`config.mk`:
```
export PLATFORM = sky130hd
export DESIGN_NAME = amh_front
export DESIGN_NICKNAME = d
export VERILOG_FILES = /design/src/rtl/core/amh_pkg.sv /design/src/rtl/core/amh_front.sv
export SDC_FILE = /design/constraint.sdc
export NUM_CORES = 1
export LEC_CHECK = 0
export ABC_AREA = 1
export BUFFER_PORTS_ARGS = -buffer_cell sky130_fd_sc_hd__buf_2
export CAP_MARGIN = 25
export CORE_AREA = 2 2 140 142
export DETAILED_ROUTE_END_ITERATION = 10
export DIE_AREA = 0 0 142 144
export GPL_ROUTABILITY_DRIVEN = 1
export SLEW_MARGIN = 20
export SYNTH_ARGS = -nofsm -noshare
export SYNTH_HDL_FRONTEND = slang
export SYNTH_SLANG_ARGS = --single-unit
```
`constraint.sdc`:
```
create_clock -name clk -period 11.4 [get_ports clk]
set_input_delay 2.28 -clock clk [delete_from_list [all_inputs] [get_ports clk]]
set_output_delay 2.28 -clock clk [all_outputs]
set_load 0.005 [all_outputs]
```
`src/rtl/core/amh_pkg.sv`:
```
// ----------------------------------------------------------------------------
// amh_pkg: shared types and codes for the addressable min-heap
// command and status codes, word structs and front-to-back request struct
// ----------------------------------------------------------------------------
package amh_pkg;

	localparam int IdBits      = 8;
	localparam int KeyBits     = 32;
	localparam int PayBits     = 32;
	localparam int PosBits     = 9;
	localparam int LimBits     = 9;

	localparam logic [1:0] CMD_INSERT = 2'd0;
	localparam logic [1:0] CMD_SETKEY = 2'd1;
	localparam logic [1:0] CMD_DELMIN = 2'd2;
	localparam logic [1:0] CMD_REMOVE = 2'd3;

	localparam logic [2:0] ST_OK       = 3'd0;
	localparam logic [2:0] ST_FULL     = 3'd1;
	localparam logic [2:0] ST_DUP      = 3'd2;
	localparam logic [2:0] ST_NOTFOUND = 3'd3;
	localparam logic [2:0] ST_EMPTY    = 3'd4;

	typedef struct packed {
		logic [1:0]                cmd;
		logic [IdBits-1:0]         entry_id;
		logic signed [KeyBits-1:0] entry_key;
		logic [PayBits-1:0]        entry_payload;
	} in_word_t;

	typedef struct packed {
		logic [2:0]                status;
		logic [IdBits-1:0]         out_id;
		logic signed [KeyBits-1:0] out_key;
		logic [PayBits-1:0]        out_payload;
	} out_word_t;

	// request handed from front to back
	typedef struct packed {
		in_word_t word;
	} req_t;

endpackage

```
`src/rtl/core/amh_front.sv`:
```
// ----------------------------------------------------------------------------
// amh_front: input stage
// registers accepted words into a two-entry queue toward the back end
// ----------------------------------------------------------------------------
module amh_front (
	input  logic              clk,
	input  logic              arst_n,
	input  amh_pkg::in_word_t in_word,
	input  logic              in_valid,
	output logic              in_stall,
	output amh_pkg::req_t     req,
	output logic              req_valid,
	input  logic              req_take
);
	import amh_pkg::*;

	req_t       q_q [2];
	logic [1:0] cnt_q;
	logic       rd_q;
	logic       push, pop;

	assign in_stall  = (cnt_q == 2'd2);
	assign push      = in_valid && !in_stall;
	assign pop       = req_take && (cnt_q != 2'd0);
	assign req_valid = (cnt_q != 2'd0);
	assign req       = q_q[rd_q];

	always_ff @(posedge clk or negedge arst_n) begin
		if (!arst_n) begin
			cnt_q <= 2'd0;
			rd_q  <= 1'b0;
		end else begin
			if (pop) rd_q <= !rd_q;
			cnt_q <= cnt_q + {1'b0, push} - {1'b0, pop};
		end
	end

	always_ff @(posedge clk) begin
		if (push) q_q[rd_q ^ cnt_q[0]].word <= in_word;
	end

endmodule

```
==> results of run 1 <==
metrics by stage:
stage               cell area (sq um)  power, mW  setup WS, ns  hold slack [ns]
detailed placement               6590       1.53          6.74            0.586
finish                           7240       2.09          6.94            0.600
global placement                 6590       1.51          6.82            0.552
global route                     7240       2.24          6.73            0.650
CTS                              7220       2.13          6.87            0.605
floorplan                        5610       1.27          5.36            0.537
logic make-up (layout without fill, tap and decap cells):
logic type,count (synthesis),after routing,share of synthesized area
compound gates,1,1,0.000891
xor+xnor,2,2,0.00312
fa+ha+maj,2,2,0.00446
buf+inv,24,197,0.0279
flops,151,151,0.805
simple gates,236,236,0.158
layout make-up:
class                           count  area, sq um  share of cell area
Timing Repair Buffer              158          816               0.113
Multi-Input combinational cell    241          951               0.131
Clock inverter                     13          194              0.0268
Sequential cell                   151         4520               0.625
Tap cell                          238          298              0.0411
Inverter                            7         26.3             0.00363
Clock buffer                       19          433              0.0598
worst reg2reg max path: stages (launching register included):
cell and delay (ns):
dfrtp_2 0.36, buf_4 0.67, xor2_1 0.23, nor2_4 0.75
buf_4 0.63
registers in the layout, summed over array words and instances (netlist names):
| signal | flops |
|---|---|
| cnt_q | 2 |
| q_q | 148 |
| rd_q | 1 |
routing by layer:
layer  wire length [um]  global-route usage
met5                 16                   0
met4                170              0.0363
met3                604              0.0447
met2               5780               0.203
met1               5020               0.129
worst max-delay path by stage:
stage                     cells after the start  slack, ns                   end              from
after floorplan                               2       5.36   q_q[1][0]$_DFFE_PP_          in_valid
after global placement                        4       6.82  q_q[0][52]$_DFFE_PP_          in_valid
after detailed placement                      4       6.74  q_q[1][45]$_DFFE_PP_          in_valid
after CTS                                     5       6.87               req[72]  rd_q$_DFFE_PN0P_
after global routing                          5       6.73               req[36]  rd_q$_DFFE_PN0P_
final                                         5       6.94               req[51]  rd_q$_DFFE_PN0P_
layout by cell type (no fill, tap or decap), types with 3 or more instances in the layout:
cell / synthesis / layout
clkinv_4: 0 / 3
clkbuf_16: 0 / 17
nand2_1: 231 / 231
edfxtp_1: 148 / 148
inv_1: 6 / 6
buf_4: 1 / 4
bufinv_16: 0 / 4
inv_6: 0 / 4
buf_2: 8 / 153
power by group through the flow:
| stage | sequential [mW] | combinational [mW] | clock, mW |
|---|---|---|---|
| after floorplan | 0.908 | 0.361 | 0 |
| after global placement | 0.891 | 0.616 | 0 |
| after detailed placement | 0.899 | 0.630 | 0 |
| after CTS | 0.888 | 0.631 | 0.610 |
| after global routing | 0.900 | 0.706 | 0.634 |
| final | 0.885 | 0.615 | 0.592 |
==> metrics.cfg, run 1 <==
[worst_setup_path]
critPathLaunchType = flip-flop
r2r-start = rd_q$_DFFE_PN0P_
slowest_delay_ns = 0.54
rrSetupSlack_ns = 8.34
cp-end-kind = output pin
path_class = reg -> out
critPathBufInv = 3
rr_endpoint = q_q[0][58]$_DFFE_PP_
cp_slowest_cell = inv_2
worstPathArrival_ns = 2.18
cp_common_cell = nand2_1
critPathTopFamily = buffers and inverters
required_ns = 9.12
crit_fanout = 39
reg2reg_depth = 4
worstPathCellList = inv_2, buf_4, nand2_1, nand2_1, buf_2

[power]
switchingPower_mw = 0.669
vdd_ir_drop_max_uv = 100
clockPowerShare = 0.283
power_density_nw_per_um2 = 289
p_leak_nw = 3.10
seq_power_share = 0.423
switching_share = 0.320
p_int_mw = 1.42
combPwrFrac = 0.294

[sta]
fmax_ghz = 0.224
finalSetupViolCount = 0
finalHoldViolations = 0
rsz0062_at_grt = false
layout_min_cycle_time_ns = 4.46
finalSetupTns_ns = 0
skew_ns = 0.00681
period_share = 0.391
worstMarginPinSlew_ns = 0.939
slew_violations = 0
timing.slew.headroom = 0.373

[logic_synthesis]
yosys_most_used_dff = edfxtp_1
yosysTopAreaCell = edfxtp_1
ys_ff_latch = 151
synth_cell_types = 15
synth.cells.most_frequent = nand2_1, edfxtp_1, buf_2
synth_edf_count = 148
async_flop_share = 0.0199
synth_top_area_frac = 0.792
yosysMostFrequentCell = nand2_1
syn_nets = 496
seq_area_frac_synth = 0.805
ys_top_cells_by_area = edfxtp_1, nand2_1, buf_6
netlist_area_sq_um = 5610
ys_warn_count = 0
syn_avg_cell_area_sq_um = 13.5
synthesis.instances = 416

[global_routing]
grt_start_max_net_pins = 78
grt_pass1_vias = 3513
grt_pass1_wl_mm = 17.7
grt-ovfl-total = 0
antenna_found_initial = 1
grtUsageTotal = 0.115

[route]
vias = 3484
ant_nets = 0
drc = 0
wl_per_cell_um = 14.0
first_pass_iters = 4
viasPerCell = 4.21
wl_mm = 11.6
drt_iter0_drc = 151

[floorplanning]
core_sq_um = 19100
dieArea_sq_um = 20400
die_w_um = 142
dieHeight_um = 144
initial_core_util = 0.294
rows = 51
pin_count = 154

[cells_and_area]
antennaDiodeCount = 0
stdcell_count = 827
utilization = 0.379
nFillCells = 1829
nNetsFinal = 656
syn_to_final_growth_pct = 29.0
drive_above_1_share = 0.326

[job]
cap_violations = 0

[worst_hold_path]
hp-start = cnt_q[1]$_DFF_PN0_
worstHoldEndpoint = cnt_q[1]$_DFF_PN0_
hold_class = reg -> reg
holdPathStages = 3

[clock_network]
cts_buffers = 17
clock_path_buffers = 2
post_cts_buffers = 0
cts.sinks = 151
cts-root-buf = clkbuf_16
cts_resized = 0
path_clk_slew_ns = 0.06
htreeDepth = 4
cts_tree = yes
clk_latency_ns = 0.41
hold_buffers = 0

[place]
portBuffers = 153
place.gp.congestion = 0.734
dp_hpwl_mm = 7.42
dp.cells = 794

[outcome]
status = finished, final reports clean

No activity file was read; power rests on OpenSTA's default activity.
==> run 2, diff against run 1 <==
==> constraint.sdc (replaced) <==
create_clock -name clk -period 4.13 [get_ports clk]
set_input_delay 0.826 -clock clk [delete_from_list [all_inputs] [get_ports clk]]
set_output_delay 0.826 -clock clk [all_outputs]
set_load 0.005 [all_outputs]
==> metrics.cfg, run 2 (synthesized netlist as in run 1, its figures left out) <==
[outcome]
status = finished, final reports clean

[clock_network]
path_clk_slew_ns = 0.06  ; about the same
post_cts_buffers = 0  ; unchanged
clock_path_buffers = 2  ; unchanged
cts_buffers = 17  ; unchanged
cts_tree = yes
cts_resized = 0  ; unchanged
clk_latency_ns = 0.41  ; about the same
cts-root-buf = clkbuf_16
hold_buffers = 0  ; unchanged
htreeDepth = 4  ; unchanged
cts.sinks = 151  ; unchanged

[cells_and_area]
syn_to_final_growth_pct = 28.6
utilization = 0.378  ; -0.00105
drive_above_1_share = 0.325  ; -0.000553
antennaDiodeCount = 0  ; unchanged
nNetsFinal = 657  ; +0.15%
final_cell_mix = nand2_1, buf_2, edfxtp_1, clkbuf_16
seqCellArea_sq_um = 4520  ; unchanged
multiInputGateArea_sq_um = 951  ; unchanged
nFillCells = 1846  ; +0.93%
largest_reg_flops = 148  ; unchanged
final_common_cell = nand2_1

[route]
wl_mm = 11.4  ; -1.8%
first_pass_iters = 4  ; unchanged
ant_nets = 0  ; unchanged
drc = 0  ; unchanged
wl_per_cell_um = 13.7  ; -1.9%
drt_iter0_drc = 143  ; -5.3%
vias = 3463  ; -0.60%
viasPerCell = 4.18  ; -0.72%

[place]
portBuffers = 153  ; unchanged
dp_hpwl_mm = 7.21  ; -2.8%
place.gp.congestion = 0.710  ; -3.2%

[sta]
layout_min_cycle_time_ns = 2.96
timing.slew.headroom = 0.439  ; +0.0663
period_share = 0.717
fmax_ghz = 0.338
slew_violations = 0  ; unchanged
rsz0062_at_grt = false
skew_ns = 0.00521  ; -0.00160 ns
finalSetupViolCount = 0  ; unchanged
whs_ns = 0.205  ; -0.394 ns
worstMarginPinSlew_ns = 0.841  ; -0.0972 ns
finalHoldViolations = 0  ; unchanged

[power]
power_density_nw_per_um2 = 793  ; +170%
p_int_mw = 3.90  ; +170%
seq_power_share = 0.426  ; +0.003
vdd_ir_drop_max_uv = 337  ; +240%
switchingPower_mw = 1.82  ; +170%
clockPowerShare = 0.280  ; -0.003
combPwrFrac = 0.294  ; about the same
p_leak_nw = 3.09  ; -0.33%
switching_share = 0.318  ; -0.00241

[worst_setup_path]
r2r-start = rd_q$_DFFE_PN0P_
worstPathArrival_ns = 2.14  ; -0.04 ns
path_class = reg -> out
required_ns = 3.30  ; -5.82 ns
reg2reg_depth = 4  ; unchanged
cp-end-kind = output pin
critPathLaunchType = flip-flop
startpoint = rd_q$_DFFE_PN0P_
crit_end = req[12]
rr_endpoint = q_q[1][5]$_DFFE_PP_
crit_fanout = 41  ; +5.1%
rrSetupSlack_ns = 1.85  ; -6.49 ns

[global_routing]
grt-ovfl-total = 0  ; unchanged
grt_pass1_vias = 3569  ; +1.6%
grtUsageTotal = 0.114  ; -0.00129
antenna_found_initial = 0  ; -1
grt_pass1_wl_mm = 17.6  ; -0.90%
grt_start_max_net_pins = 78  ; unchanged

[floorplanning]
pin_count = 154  ; unchanged
rows = 51  ; unchanged
dieArea_sq_um = 20400  ; unchanged
initial_core_util = 0.294  ; unchanged
dieHeight_um = 144  ; unchanged
core_sq_um = 19100  ; unchanged
die_w_um = 142  ; unchanged

[worst_hold_path]
hold_class = in -> async

[job]
cap_violations = 0  ; unchanged

-- run 2: cell types whose count changed in the layout (fill, tap and decap cells not counted), sizes merged --
cell	previous run	this run
clkinvlp	1	3
buf	158	159
clkinv	4	5
inv	11	8
-- run 2: worst min path at each step --
| stage | from | to | slack [ns] | cells after the start |
|---|---|---|---|---|
| 3_3_place_gp | cnt_q[1]$_DFF_PN0_ | cnt_q[1]$_DFF_PN0_ | 0.56 | 3 |
| 5_1_grt | arst_n | rd_q$_DFFE_PN0P_ | 0.18 | 1 |
| 3_5_place_dp | cnt_q[1]$_DFF_PN0_ | cnt_q[1]$_DFF_PN0_ | 0.58 | 3 |
| 6_report | arst_n | rd_q$_DFFE_PN0P_ | 0.21 | 1 |
| 2_1_floorplan | arst_n | cnt_q[0]$_DFF_PN0_ | 0.53 | 0 |
| 4_1_cts | arst_n | rd_q$_DFFE_PN0P_ | 0.18 | 1 |
-- run 2: critical path, stage by stage, from the launching register on --
cell and delay (ns):
dfrtp_2 0.40, inv_2 0.47, buf_4 0.52, nand2_1 0.10, nand2_1 0.11, buf_2 0.12
-- run 2: metal layers --
layer / wire, um / up-vias / global-route usage
li1: - / 1718 / -
met1: 4940 / 1642 / 0.125
met2: 5730 / 96 / 0.206
met3: 599 / 7 / 0.0404
met4: 108 / 0 / 0.0379
met5: 0 / - / 0
-- run 2: final cells by class --
type / count / area share
clock buffers: 19 / 0.0600
clock inverters: 13 / 0.0248
inverters: 7 / 0.00364
multi-input cells: 241 / 0.132
flip-flops and latches: 151 / 0.626
well taps: 238 / 0.0413
repair buffers: 159 / 0.112
-- run 2: power groups by stage --
| stage | sequential, mW | combinational [mW] | clock [mW] |
|---|---|---|---|
| after floorplan | 2.51 | 0.997 | 0 |
| after global placement | 2.46 | 1.71 | 0 |
| after detailed placement | 2.47 | 1.75 | 0 |
| after CTS | 2.44 | 1.75 | 1.65 |
| after global routing | 2.48 | 1.93 | 1.72 |
| final | 2.44 | 1.68 | 1.60 |
-- run 2: metrics by stage --
stage          instance area (sq um)  setup slack [ns]  TNS (ns)  instances  power, mW
2_1_floorplan                   5610            -0.455    -67.27        416       3.50
3_3_place_gp                    6610              1.58         0        796       4.17
3_5_place_dp                    6610              1.52         0        796       4.22
4_1_cts                         7220              1.08         0        828       5.84
5_1_grt                         7220             0.968         0        828       6.14
6_report                        7220              1.17         0        828       5.72
==> run 3, diff against run 2 <==
--- a/config.mk
+++ b/config.mk
@@ -5,7 +5,7 @@
 export SDC_FILE = /design/constraint.sdc
 export NUM_CORES = 1
 export LEC_CHECK = 0
-export ABC_AREA = 1
+export ABC_AREA = 0
 export BUFFER_PORTS_ARGS = -buffer_cell sky130_fd_sc_hd__buf_2
 export CAP_MARGIN = 25
 export CORE_AREA = 2 2 140 142
==> constraint.sdc (replaced) <==
create_clock -name clk -period 3.1 [get_ports clk]
set_input_delay 0.62 -clock clk [delete_from_list [all_inputs] [get_ports clk]]
set_output_delay 0.62 -clock clk [all_outputs]
set_load 0.005 [all_outputs]
==> metrics.cfg, run 3 <==
[outcome]
status = finished, final reports clean

[sta]
layout_min_cycle_time_ns = 2.68
rsz0062_at_grt = false
timing.slew.headroom = 0.618  ; +0.179
skew_ns = 0.0140  ; +0.00879 ns
fmax_ghz = 0.373
period_share = 0.866
slew_violations = 0  ; unchanged
finalSetupTns_ns = 0  ; unchanged
worstMarginPinSlew_ns = 0.573  ; -0.268 ns
finalHoldViolations = 0  ; unchanged
finalSetupViolCount = 0  ; unchanged

[global_routing]
grt_start_max_net_pins = 75  ; -3.8%
antenna_found_initial = 1  ; +1
grt_pass1_vias = 3117  ; -13%
grt_pass1_wl_mm = 15.6  ; -11%
grt-ovfl-total = 0  ; unchanged
grtUsageTotal = 0.102  ; -0.0122

[worst_hold_path]
hold_class = in -> reg
holdPathStages = 1
worstHoldEndpoint = q_q[1][29]$_DFFE_PP_
hp-start = in_word[29]

[cells_and_area]
multiInputGateArea_sq_um = 1040  ; +9.7%
nNetsFinal = 498  ; -24%
fin_area_sq_um = 7230  ; +0.23%
drive_above_1_share = 0.602  ; +0.277
seqCellArea_sq_um = 4520  ; about the same
final_cell_mix = buf_2, edfxtp_1, mux2_2, mux2_4, clkbuf_16
nFillCells = 1763  ; -4.5%
final_common_cell = buf_2
utilization = 0.379  ; +0.000852
syn_to_final_growth_pct = 28.6  ; about the same
largest_reg_flops = 148  ; unchanged

[place]
place.gp.congestion = 0.682  ; -4.0%
dp_hpwl_mm = 6.74  ; -6.5%
portBuffers = 153  ; unchanged
dpl-instance-area_sq_um = 6700  ; +1.4%

[clock_network]
cts-root-buf = clkbuf_16
clk_latency_ns = 0.41  ; about the same
cts_buffers = 17  ; unchanged
path_clk_slew_ns = 0.06  ; about the same
cts_tree = yes
post_cts_buffers = 0  ; unchanged
cts.sinks = 151  ; unchanged
htreeDepth = 4  ; unchanged
clock_path_buffers = 2  ; unchanged
cts_resized = 0  ; unchanged

[route]
drt_iter0_drc = 123  ; -14%
drc = 0  ; unchanged
vias = 2859  ; -17%
wl_per_cell_um = 15.5  ; +12%
first_pass_iters = 4  ; unchanged
wl_mm = 10.3  ; -9.1%
ant_nets = 0  ; unchanged
viasPerCell = 4.27  ; +2.2%

[worst_setup_path]
worstPathArrival_ns = 2.06  ; -0.08 ns
rr_endpoint = q_q[0][49]$_DFFE_PP_
critPathLaunchType = flip-flop
crit_fanout = 41  ; unchanged
cp-end-kind = output pin
required_ns = 2.48  ; -0.82 ns
r2r-start = rd_q$_DFFE_PN0P_
reg2reg_depth = 3  ; -1
path_class = reg -> out
rrSetupSlack_ns = 0.95  ; -0.90 ns

[floorplanning]
dieHeight_um = 144  ; unchanged
dieArea_sq_um = 20400  ; unchanged
die_w_um = 142  ; unchanged
pin_count = 154  ; unchanged
initial_core_util = 0.295  ; +0.000721
rows = 51  ; unchanged
core_sq_um = 19100  ; unchanged

[logic_synthesis]
yosys_most_used_dff = edfxtp_1
synth_edf_count = 148  ; unchanged
synth_cell_types = 19  ; +4
syn_nets = 330  ; -33%
ys_warn_count = 0  ; unchanged
yosysMostFrequentCell = edfxtp_1
synthesis.instances = 250  ; -40%
yosysTopAreaCell = edfxtp_1
synth.cells.most_frequent = edfxtp_1, mux2_2, mux2_4
ys_top_cells_by_area = edfxtp_1, mux2_2, mux2_4
async_flop_share = 0.0199  ; unchanged
synth_top_area_frac = 0.790  ; -0.00194
seq_area_frac_synth = 0.803  ; -0.00197
syn_avg_cell_area_sq_um = 22.5  ; +67%
netlist_area_sq_um = 5630  ; +0.25%
ys_ff_latch = 151  ; unchanged

[power]
p_leak_nw = 2.73  ; -12%
power_density_nw_per_um2 = 937  ; +18%
switching_share = 0.270  ; -0.0474
combPwrFrac = 0.273  ; -0.021
clockPowerShare = 0.271  ; -0.009
switchingPower_mw = 1.83  ; +0.79%
vdd_ir_drop_max_uv = 390  ; +16%
p_int_mw = 4.95  ; +27%
seq_power_share = 0.456  ; +0.030
finalPower_mw = 6.78  ; +18%

[job]
cap_violations = 0  ; unchanged

-- run 3: cell types whose count changed in the layout (fill, tap and decap cells not counted), moves of 2 or more --
| cell | before | now |
|---|---|---|
| clkinv_1 | 1 | 5 |
| bufinv_16 | 4 | 1 |
| buf_4 | 6 | 1 |
| nand2_1 | 231 | 1 |
| mux2_4 | 0 | 20 |
| inv_1 | 6 | 1 |
| buf_12 | 0 | 3 |
| nor2b_1 | 0 | 2 |
| mux2_2 | 0 | 54 |
| nor2_4 | 2 | 0 |
| nand3_1 | 2 | 0 |
-- run 3: logic make-up (layout without fill, tap and decap cells) --
group                      Yosys count  in the layout  share of synthesized area
buffers and inverters               10            190                     0.0145
DFF                                151            151                      0.803
adders and majority gates            2              2                    0.00445
muxes                               74             74                      0.161
xor gates and xnor gates             3              3                    0.00467
AOI/OAI and AO/OA                    3              3                    0.00400
other                                0              1                          0
and+or+nand+nor                      7              7                    0.00756
-- run 3: repair_timing --
| action | CTS | global route |
|---|---|---|
| hold buffers | 1 | 0 |
| setup endpoints to repair | 0 | 0 |
| hold endpoints to repair | 3 | 0 |
-- run 3: worst max path at each step --
stage,cells past startpoint,to,start,slack (ns)
5_1_grt,3,req[33],rd_q$_DFFE_PN0P_,0.30
4_1_cts,3,req[7],rd_q$_DFFE_PN0P_,0.35
3_5_place_dp,3,req[7],rd_q$_DFFE_PN0P_,0.80
2_1_floorplan,4,q_q[1][0]$_DFFE_PP_,rd_q$_DFFE_PN0P_,0.19
3_3_place_gp,3,req[5],rd_q$_DFFE_PN0P_,0.85
6_report,3,req[1],rd_q$_DFFE_PN0P_,0.42
-- run 3: layer usage --
metal  share of wire  global-route usage  up-vias  wire (um)
met2            0.50               0.173      108       5180
met4           0.017              0.0495        0        172
met5               0                   0        -          0
li1                -                   -     1324          -
met1            0.41               0.113     1416       4260
met3           0.070              0.0381       11        724
-- run 3: critical path, stage by stage (launching register included) --
cell     delay [ns]
dfrtp_4        0.79
buf_12         0.33
mux2_2         0.38
buf_2          0.13
-- run 3: cell type report --
cell class	instances	share of cell area
Sequential cell	151	0.625
Multi-Input combinational cell	89	0.144
Timing Repair Buffer	158	0.117
Clock buffer	19	0.0598
Tap cell	238	0.0412
Clock inverter	12	0.0121
Inverter	1	0.000519
Antenna cell	1	0.000346
-- run 3: power groups by stage --
stage          Clock [mW]  Sequential [mW]  Combinational [mW]
6_report             1.83             3.09                1.85
5_1_grt              1.98             3.15                2.03
4_1_cts              1.90             3.10                1.91
3_5_place_dp            0             3.15                1.90
3_3_place_gp            0             3.12                1.86
2_1_floorplan           0             3.01                1.27
-- run 3: through the flow --
stage          hold slack [ns]  cells  setup WS (ns)
2_1_floorplan            0.324    250          0.191
3_3_place_gp             0.416    636          0.847
3_5_place_dp             0.420    636          0.799
4_1_cts                  0.370    668          0.349
5_1_grt                  0.375    668          0.296
6_report                 0.393    669          0.417
